<file path="src/design/sha1_pkg.sv">
// shared types and constants for the sha-1 hash engine
`timescale 1ns / 1ps
package sha1_pkg;

   localparam int ROUNDS     = 80;
   localparam int ROUND_W    = 7;
   localparam int POS_W      = 6;
   localparam int BLOCK_BITS = 512;

   localparam logic [7:0]     PAD_MARK   = 8'h80;
   localparam logic [POS_W-1:0] LEN_START = 6'd56;
   localparam logic [POS_W-1:0] LAST_POS  = 6'd63;

   localparam logic [31:0] K0 = 32'h5A827999;
   localparam logic [31:0] K1 = 32'h6ED9EBA1;
   localparam logic [31:0] K2 = 32'h8F1BBCDC;
   localparam logic [31:0] K3 = 32'hCA62C1D6;

   localparam logic [31:0] IV0 = 32'h67452301;
   localparam logic [31:0] IV1 = 32'hEFCDAB89;
   localparam logic [31:0] IV2 = 32'h98BADCFE;
   localparam logic [31:0] IV3 = 32'h10325476;
   localparam logic [31:0] IV4 = 32'hC3D2E1F0;

   typedef enum logic [4:0] {
      ST_IDLE   = 5'b00001,
      ST_ROUND  = 5'b00010,
      ST_FINISH = 5'b00100,
      ST_PAD    = 5'b01000,
      ST_OUT    = 5'b10000
   } sha1_state_type;

   typedef enum logic [1:0] {
      SEL_DATA = 2'd0,
      SEL_MARK = 2'd1,
      SEL_ZERO = 2'd2,
      SEL_LEN  = 2'd3
   } sha1_byte_sel_type;

   typedef enum logic [1:0] {
      PH_CH     = 2'd0,
      PH_PARITY = 2'd1,
      PH_MAJ    = 2'd2,
      PH_LAST   = 2'd3
   } sha1_phase_type;

   typedef struct packed {
      logic              shift_en;
      sha1_byte_sel_type byte_sel;
      logic              count_en;
      logic              round_en;
      sha1_phase_type    phase;
      logic              use_msg;
      logic              finish_en;
      logic              init_en;
   } sha1_cmd_type;

   typedef struct packed {
      logic [POS_W-1:0] pos;
   } sha1_status_type;

endpackage

</file>
<file path="src/design/sha1_datapath.sv">
// sha-1 datapath: block shift line, round unit, chaining words and bit count
`timescale 1ns / 1ps
module sha1_datapath
   import sha1_pkg::*;
(
   input  logic            clock,
   input  logic            reset,
   input  sha1_cmd_type    cmd,
   input  logic [7:0]      data_byte,
   output sha1_status_type status,
   output logic [31:0]     digest [5]
);

   logic [BLOCK_BITS-1:0] window_ff, window_in;
   logic [63:0]           count_ff, count_in;
   logic [POS_W-1:0]      pos_ff, pos_in;
   logic [31:0]           chain_ff [5];
   logic [31:0]           chain_in [5];
   logic [31:0]           work_ff [5];
   logic [31:0]           work_in [5];

   logic [7:0]  byte_val;
   logic [31:0] w0, w2, w8, w13, mix, w_val, f_val, k_val, t_val;
   logic [31:0] a, b, c, d, e;

   assign a = work_ff[0];
   assign b = work_ff[1];
   assign c = work_ff[2];
   assign d = work_ff[3];
   assign e = work_ff[4];

   assign w0  = window_ff[511:480];
   assign w2  = window_ff[447:416];
   assign w8  = window_ff[255:224];
   assign w13 = window_ff[95:64];
   assign mix = w13 ^ w8 ^ w2 ^ w0;

   always_comb begin
      unique case (cmd.byte_sel)
         SEL_DATA: byte_val = data_byte;
         SEL_MARK: byte_val = PAD_MARK;
         SEL_ZERO: byte_val = 8'h00;
         SEL_LEN:  byte_val = count_ff[{3'd7 - pos_ff[2:0], 3'b000} +: 8];
         default:  byte_val = 8'h00;
      endcase
   end

   always_comb begin
      w_val = cmd.use_msg ? w0 : {mix[30:0], mix[31]};
      unique case (cmd.phase)
         PH_CH: begin
            f_val = (b & c) | (~b & d);
            k_val = K0;
         end
         PH_PARITY: begin
            f_val = b ^ c ^ d;
            k_val = K1;
         end
         PH_MAJ: begin
            f_val = (b & c) | (b & d) | (c & d);
            k_val = K2;
         end
         PH_LAST: begin
            f_val = b ^ c ^ d;
            k_val = K3;
         end
         default: begin
            f_val = b ^ c ^ d;
            k_val = K3;
         end
      endcase
      t_val = {a[26:0], a[31:27]} + f_val + e + k_val + w_val;
   end

   always_comb begin
      window_in = window_ff;
      count_in  = count_ff;
      pos_in    = pos_ff;
      chain_in  = chain_ff;
      work_in   = work_ff;
      if (cmd.shift_en) begin
         window_in = {window_ff[BLOCK_BITS-9:0], byte_val};
         pos_in    = pos_ff + POS_W'(1);
      end
      if (cmd.count_en) begin
         count_in = count_ff + 64'd8;
      end
      if (cmd.round_en) begin
         window_in  = {window_ff[BLOCK_BITS-33:0], w_val};
         work_in[0] = t_val;
         work_in[1] = a;
         work_in[2] = {b[1:0], b[31:2]};
         work_in[3] = c;
         work_in[4] = d;
      end
      if (cmd.finish_en) begin
         for (int i = 0; i < 5; i++) begin
            chain_in[i] = chain_ff[i] + work_ff[i];
            work_in[i]  = chain_ff[i] + work_ff[i];
         end
      end
      if (cmd.init_en) begin
         count_in   = '0;
         pos_in     = '0;
         chain_in[0] = IV0;
         chain_in[1] = IV1;
         chain_in[2] = IV2;
         chain_in[3] = IV3;
         chain_in[4] = IV4;
         work_in    = chain_in;
      end
   end

   always_ff @(posedge clock) begin
      window_ff <= window_in;
   end

   always_ff @(posedge clock) begin
      if (reset) begin
         count_ff   <= '0;
         pos_ff     <= '0;
         chain_ff[0] <= IV0;
         chain_ff[1] <= IV1;
         chain_ff[2] <= IV2;
         chain_ff[3] <= IV3;
         chain_ff[4] <= IV4;
         work_ff[0] <= IV0;
         work_ff[1] <= IV1;
         work_ff[2] <= IV2;
         work_ff[3] <= IV3;
         work_ff[4] <= IV4;
      end else begin
         count_ff <= count_in;
         pos_ff   <= pos_in;
         chain_ff <= chain_in;
         work_ff  <= work_in;
      end
   end

   assign status.pos = pos_ff;
   assign digest     = chain_ff;

endmodule

</file>
<file path="src/design/sha1_ctrl.sv">
// sha-1 controller: word intake, padding sequence, round count and digest handoff
`timescale 1ns / 1ps
module sha1_ctrl
   import sha1_pkg::*;
(
   input  logic            clock,
   input  logic            reset,
   input  logic            req_valid,
   output logic            req_ready,
   input  logic            req_byte_valid,
   input  logic            req_end_of_message,
   output logic            rsp_valid,
   input  logic            rsp_ready,
   input  sha1_status_type status,
   output sha1_cmd_type    cmd
);

   sha1_state_type     state_ff, state_in;
   logic [ROUND_W-1:0] round_ff, round_in;
   logic               pending_ff, pending_in;
   logic               mark_ff, mark_in;
   logic               extra_ff, extra_in;
   logic               accept;

   assign req_ready = (state_ff == ST_IDLE);
   assign rsp_valid = (state_ff == ST_OUT);
   assign accept    = req_valid && req_ready;

   always_comb begin
      state_in   = state_ff;
      round_in   = round_ff;
      pending_in = pending_ff;
      mark_in    = mark_ff;
      extra_in   = extra_ff;

      cmd          = '0;
      cmd.byte_sel = SEL_DATA;
      cmd.use_msg  = (round_ff < ROUND_W'(16));
      if (round_ff < ROUND_W'(20)) begin
         cmd.phase = PH_CH;
      end else if (round_ff < ROUND_W'(40)) begin
         cmd.phase = PH_PARITY;
      end else if (round_ff < ROUND_W'(60)) begin
         cmd.phase = PH_MAJ;
      end else begin
         cmd.phase = PH_LAST;
      end

      unique case (state_ff)
         ST_IDLE: begin
            if (accept) begin
               cmd.shift_en = req_byte_valid;
               cmd.count_en = req_byte_valid;
               if (req_end_of_message) begin
                  pending_in = 1'b1;
                  mark_in    = 1'b1;
               end
               if (req_byte_valid && status.pos == LAST_POS) begin
                  state_in = ST_ROUND;
               end else if (req_end_of_message) begin
                  state_in = ST_PAD;
               end
            end
         end
         ST_PAD: begin
            cmd.shift_en = 1'b1;
            if (mark_ff) begin
               cmd.byte_sel = SEL_MARK;
               mark_in      = 1'b0;
               extra_in     = (status.pos >= LEN_START);
            end else if (status.pos >= LEN_START && !extra_ff) begin
               cmd.byte_sel = SEL_LEN;
            end else begin
               cmd.byte_sel = SEL_ZERO;
            end
            if (status.pos == LAST_POS) begin
               state_in = ST_ROUND;
            end
         end
         ST_ROUND: begin
            cmd.round_en = 1'b1;
            if (round_ff == ROUND_W'(ROUNDS - 1)) begin
               round_in = '0;
               state_in = ST_FINISH;
            end else begin
               round_in = round_ff + ROUND_W'(1);
            end
         end
         ST_FINISH: begin
            cmd.finish_en = 1'b1;
            if (!pending_ff) begin
               state_in = ST_IDLE;
            end else if (mark_ff || extra_ff) begin
               extra_in = 1'b0;
               state_in = ST_PAD;
            end else begin
               state_in = ST_OUT;
            end
         end
         ST_OUT: begin
            if (rsp_ready) begin
               cmd.init_en = 1'b1;
               pending_in  = 1'b0;
               state_in    = ST_IDLE;
            end
         end
         default: begin
            state_in = ST_IDLE;
         end
      endcase
   end

   always_ff @(posedge clock) begin
      if (reset) begin
         state_ff   <= ST_IDLE;
         round_ff   <= '0;
         pending_ff <= 1'b0;
         mark_ff    <= 1'b0;
         extra_ff   <= 1'b0;
      end else begin
         state_ff   <= state_in;
         round_ff   <= round_in;
         pending_ff <= pending_in;
         mark_ff    <= mark_in;
         extra_ff   <= extra_in;
      end
   end

endmodule

</file>
<file path="src/design/sha1_hash_engine.sv">
// sha-1 hash engine top level
// Takes one message word (at most one byte) per accepted request and returns the
// 160-bit digest as five big-endian words after the word that ends the message.
// A word that does not complete a 64-byte block leaves the engine ready for the
// next word. A word that completes a block starts the single round unit, which
// runs one of the 80 rounds per cycle and then folds the result into the chaining
// words before the engine takes the next word. At the end of a message the
// padding bytes and the 64-bit length are shifted in one per cycle up to the end
// of the block, and each of the one or two final blocks is then compressed. The
// digest is held on the response ports until taken; the engine then reinitializes
// and accepts the next message.
`timescale 1ns / 1ps
module sha1_hash_engine
   import sha1_pkg::*;
(
   input  logic        clock,
   input  logic        reset,
   input  logic        req_valid,
   output logic        req_ready,
   input  logic [7:0]  req_data_byte,
   input  logic        req_byte_valid,
   input  logic        req_end_of_message,
   output logic        rsp_valid,
   input  logic        rsp_ready,
   output logic [31:0] rsp_digest_word0,
   output logic [31:0] rsp_digest_word1,
   output logic [31:0] rsp_digest_word2,
   output logic [31:0] rsp_digest_word3,
   output logic [31:0] rsp_digest_word4
);

   sha1_cmd_type    cmd;
   sha1_status_type status;
   logic [31:0]     digest [5];

   sha1_ctrl u_ctrl (
      .clock              (clock),
      .reset              (reset),
      .req_valid          (req_valid),
      .req_ready          (req_ready),
      .req_byte_valid     (req_byte_valid),
      .req_end_of_message (req_end_of_message),
      .rsp_valid          (rsp_valid),
      .rsp_ready          (rsp_ready),
      .status             (status),
      .cmd                (cmd)
   );

   sha1_datapath u_datapath (
      .clock     (clock),
      .reset     (reset),
      .cmd       (cmd),
      .data_byte (req_data_byte),
      .status    (status),
      .digest    (digest)
   );

   assign rsp_digest_word0 = digest[0];
   assign rsp_digest_word1 = digest[1];
   assign rsp_digest_word2 = digest[2];
   assign rsp_digest_word3 = digest[3];
   assign rsp_digest_word4 = digest[4];

endmodule
</file>
<file path="config.mk">
export PLATFORM = sky130hd
export DESIGN_NAME = sha1_hash_engine
export DESIGN_NICKNAME = d
export VERILOG_FILES = /design/src/design/sha1_pkg.sv /design/src/design/sha1_datapath.sv /design/src/design/sha1_ctrl.sv /design/src/design/sha1_hash_engine.sv
export SDC_FILE = /design/constraint.sdc
export NUM_CORES = 2
export LEC_CHECK = 0
export ABC_AREA = 1
export BUFFER_PORTS_ARGS = -buffer_cell sky130_fd_sc_hd__buf_2
export CAP_MARGIN = 20
export CORE_MARGIN = 3
export CORE_UTILIZATION = 45
export CTS_CLUSTER_DIAMETER = 40
export CTS_CLUSTER_SIZE = 10
export DETAILED_ROUTE_END_ITERATION = 16
export PLACE_DENSITY_LB_ADDON = 0.1
export SYNTH_ARGS = -nofsm -noshare
export SYNTH_HDL_FRONTEND = slang
export SYNTH_SLANG_ARGS = --single-unit
</file>
<file path="constraint.sdc">
create_clock -name clock -period 12.2 [get_ports clock]
set_input_delay 0 -clock clock [delete_from_list [all_inputs] [get_ports clock]]
set_output_delay 0 -clock clock [all_outputs]
set_load 0.005 [all_outputs]
</file>
==> metrics.csv <==
metric,value,unit
status,completed,
finalPower,0.0107,W
path_buf_inv,7,
cts_buffers,161,
clock_path_buffers,3,
rsz0062_at_grt,no,
setup_viol,0,
worst_pin_slew,1.31,ns
ir_drop,0.000149,V
postSynthCellCount,7214,
synth_edf_count,512,
cp_slowest_stage_delay,0.71,ns
synthArstFlopShare,0,
fill_cells,11800,
setup_tns,0,ns
root_buffer,clkbuf_16,
layout_commonest_cell,nand2_1,
skew,0.0224,ns
fp.dieH,355,µm
grt_pass1_vias,46700,
track_usage,0.311,
synthFlopType,edfxtp_1,
wl_per_cell,21.9,µm
syn_area,54900,µm²
timing.hold.ws,0.166,ns
syn_to_final_growth,14.7,%
ys_seq_elements,914,
finalCritPeriodShare,0.502,
yosysSeqAreaShare,0.426,
place_area,57200,µm²
drc_errors,0,
layout_setup_ws,6.07,ns
critPathKind,flop to flop,
die_x,355,µm
clkTransAtPathRegs,0.05,ns
drive_above_1_share,0.0713,
hold_violations,0,
layout_common_cells,"nand2_1 (2623), a21oi_1 (648), inv_1 (632)",
antenna_found_initial,10,
firstDrtPassIters,6,
fin_area,63000,µm²
crit_family,adder cells,
core-area,121000,µm²
crit_cells,26,
portBuffers,175,
dp_slack,6.18,ns
drv_cap,0,
critPathCaptureType,flop,
cts_tree,yes,
holdCritStartpoint,reset,
clock-sinks,914,
place.gp.congestion,1.00,
r2r_end,u_datapath.a[20],
crit_top_cell,nand2_1,
ios,176,
yosysWarnings,0,
maxSlewViolCount,0,
p_leak,26.6,nW
reg2reg_setup_slack,6.07,ns
synth_cell_types,48,
drtAntennaViolNets,0,
whs_endpoint,u_ctrl.state_ff[4],
cts_setup_buffers,0,
critical_path.slowest_cell,inv_1,
hold_path.class,input pin to flop,
finalWirelength,200000,µm
fmax,0.163,GHz
ctsHoldBuffers,16,
num_rows,127,
worstPathArrival,6.79,ns
dieArea,126000,µm²
vias_per_cell,5.55,
grt_max_degree,214,
reg2regPathDepth,26,
max_slew_margin,0.116,
synth.net_count,7554,
initial_core_util,0.455,
start_kind,flop,
cp_max_fo,36,
worstReg2RegStart,u_ctrl.round_ff[4],
synth_area_per_cell,7.61,µm²
nets,7683,
vias,50500,
dp_hpwl,148000,µm
first_iter_violations,5337,
clk_latency,0.78,ns
overflow,0,
holdPathStages,3,
grt_pass1_wl,297000,µm
worst_ep_required_time,12.86,ns
cts_resized,0,
fin_crit,6.13,ns
cts_max_level,4,
power_density,169,nW/µm²
## stage by stage
stage | utilization | cells
4_1_cts | 0.522 | 9087
2_1_floorplan | - | 7214
6_report | 0.522 | 9092
3_5_place_dp | 0.475 | 8776
3_3_place_gp | 0.475 | 8775
5_1_grt | 0.522 | 9087
## power breakdown
part	internal, W	switching [W]	total [W]
clock	0.00294	0.00171	0.00465
sequential	0.00393	0.000301	0.00423
combinational	0.000560	0.00121	0.00177
total	0.00743	0.00322	0.0107
## tightest hold or removal path: stages
cell and delay [ns]:
dlygate4sd3_1 0.57, buf_2 0.22, nor2_1 0.11
## flip-flops by register name (all words and copies together), names as in the netlist, 5 cells and up
register,flops
u_ctrl.round_ff,7
u_ctrl.state_ff,5
u_datapath.a,32
u_datapath.b,32
u_datapath.c,32
u_datapath.count_ff,61
u_datapath.d,32
u_datapath.digest,160
u_datapath.e,32
u_datapath.status,6
u_datapath.window_ff,512
## area by class of cell
class                           count  area [µm²]  share of cell area
Clock inverter                    107        1360              0.0215
Tap cell                         1612        2020              0.0320
Clock buffer                      188        4230              0.0672
Timing Repair Buffer              248        1540              0.0244
Antenna cell                        5        12.5            0.000199
Multi-Input combinational cell   5380       28000               0.445
Sequential cell                   914       23400               0.372
Inverter                          638        2420              0.0384
## worst max-delay path by stage
stage,start,end,slack (ns)
floorplan,u_ctrl.state_ff[3],u_datapath.window_ff[0],4.12
global placement,u_ctrl.round_ff[4],u_datapath.a[20],6.32
detailed placement,u_ctrl.round_ff[4],u_datapath.a[20],6.18
CTS,u_ctrl.round_ff[4],u_datapath.a[20],6.15
global route,u_ctrl.round_ff[4],u_datapath.a[26],5.73
finish,u_ctrl.round_ff[4],u_datapath.a[20],6.07
## synth_stat cells (8+ instances only)
master,number,area share
a21oi_1,648,0.059
o21bai_1,31,0.0042
a31oi_1,25,0.0028
a21boi_0,21,0.0029
edfxtp_1,512,0.28
nand3b_1,34,0.0046
or2_2,18,0.0020
nor3_1,75,0.0068
o21ai_1,10,0.00091
buf_1,21,0.0014
o21ai_0,482,0.044
nand3_1,292,0.027
nor4_1,21,0.0024
nor2_1,395,0.027
xor2_1,44,0.0070
nand4_1,65,0.0074
xnor2_1,112,0.018
a221oi_1,29,0.0046
clkbuf_1,192,0.013
dfxtp_1,402,0.15
o211ai_1,32,0.0044
o221ai_1,8,0.0013
a21o_1,25,0.0034
inv_1,632,0.043
fa_1,125,0.046
buf_2,69,0.0063
nand2_1,2625,0.18
o21a_1,8,0.0011
ha_1,201,0.046
## routing by layer
metal	share of wire	vias up	global-route usage
met5	0.00017	-	0
met4	0.036	6	0.107
met3	0.079	363	0.0611
met2	0.43	1870	0.461
met1	0.46	24100	0.451
li1	-	24200	-
## kinds of logic after synthesis
family	count (synthesis)	share of synthesized area
mux	1	0.000205
buf+inv	920	0.0644
fa+ha+maj	326	0.0913
simple gates	3546	0.260
xor+xnor	156	0.0249
flops	914	0.426
compound gates	1351	0.133
(Power assumes the default switching activity.)
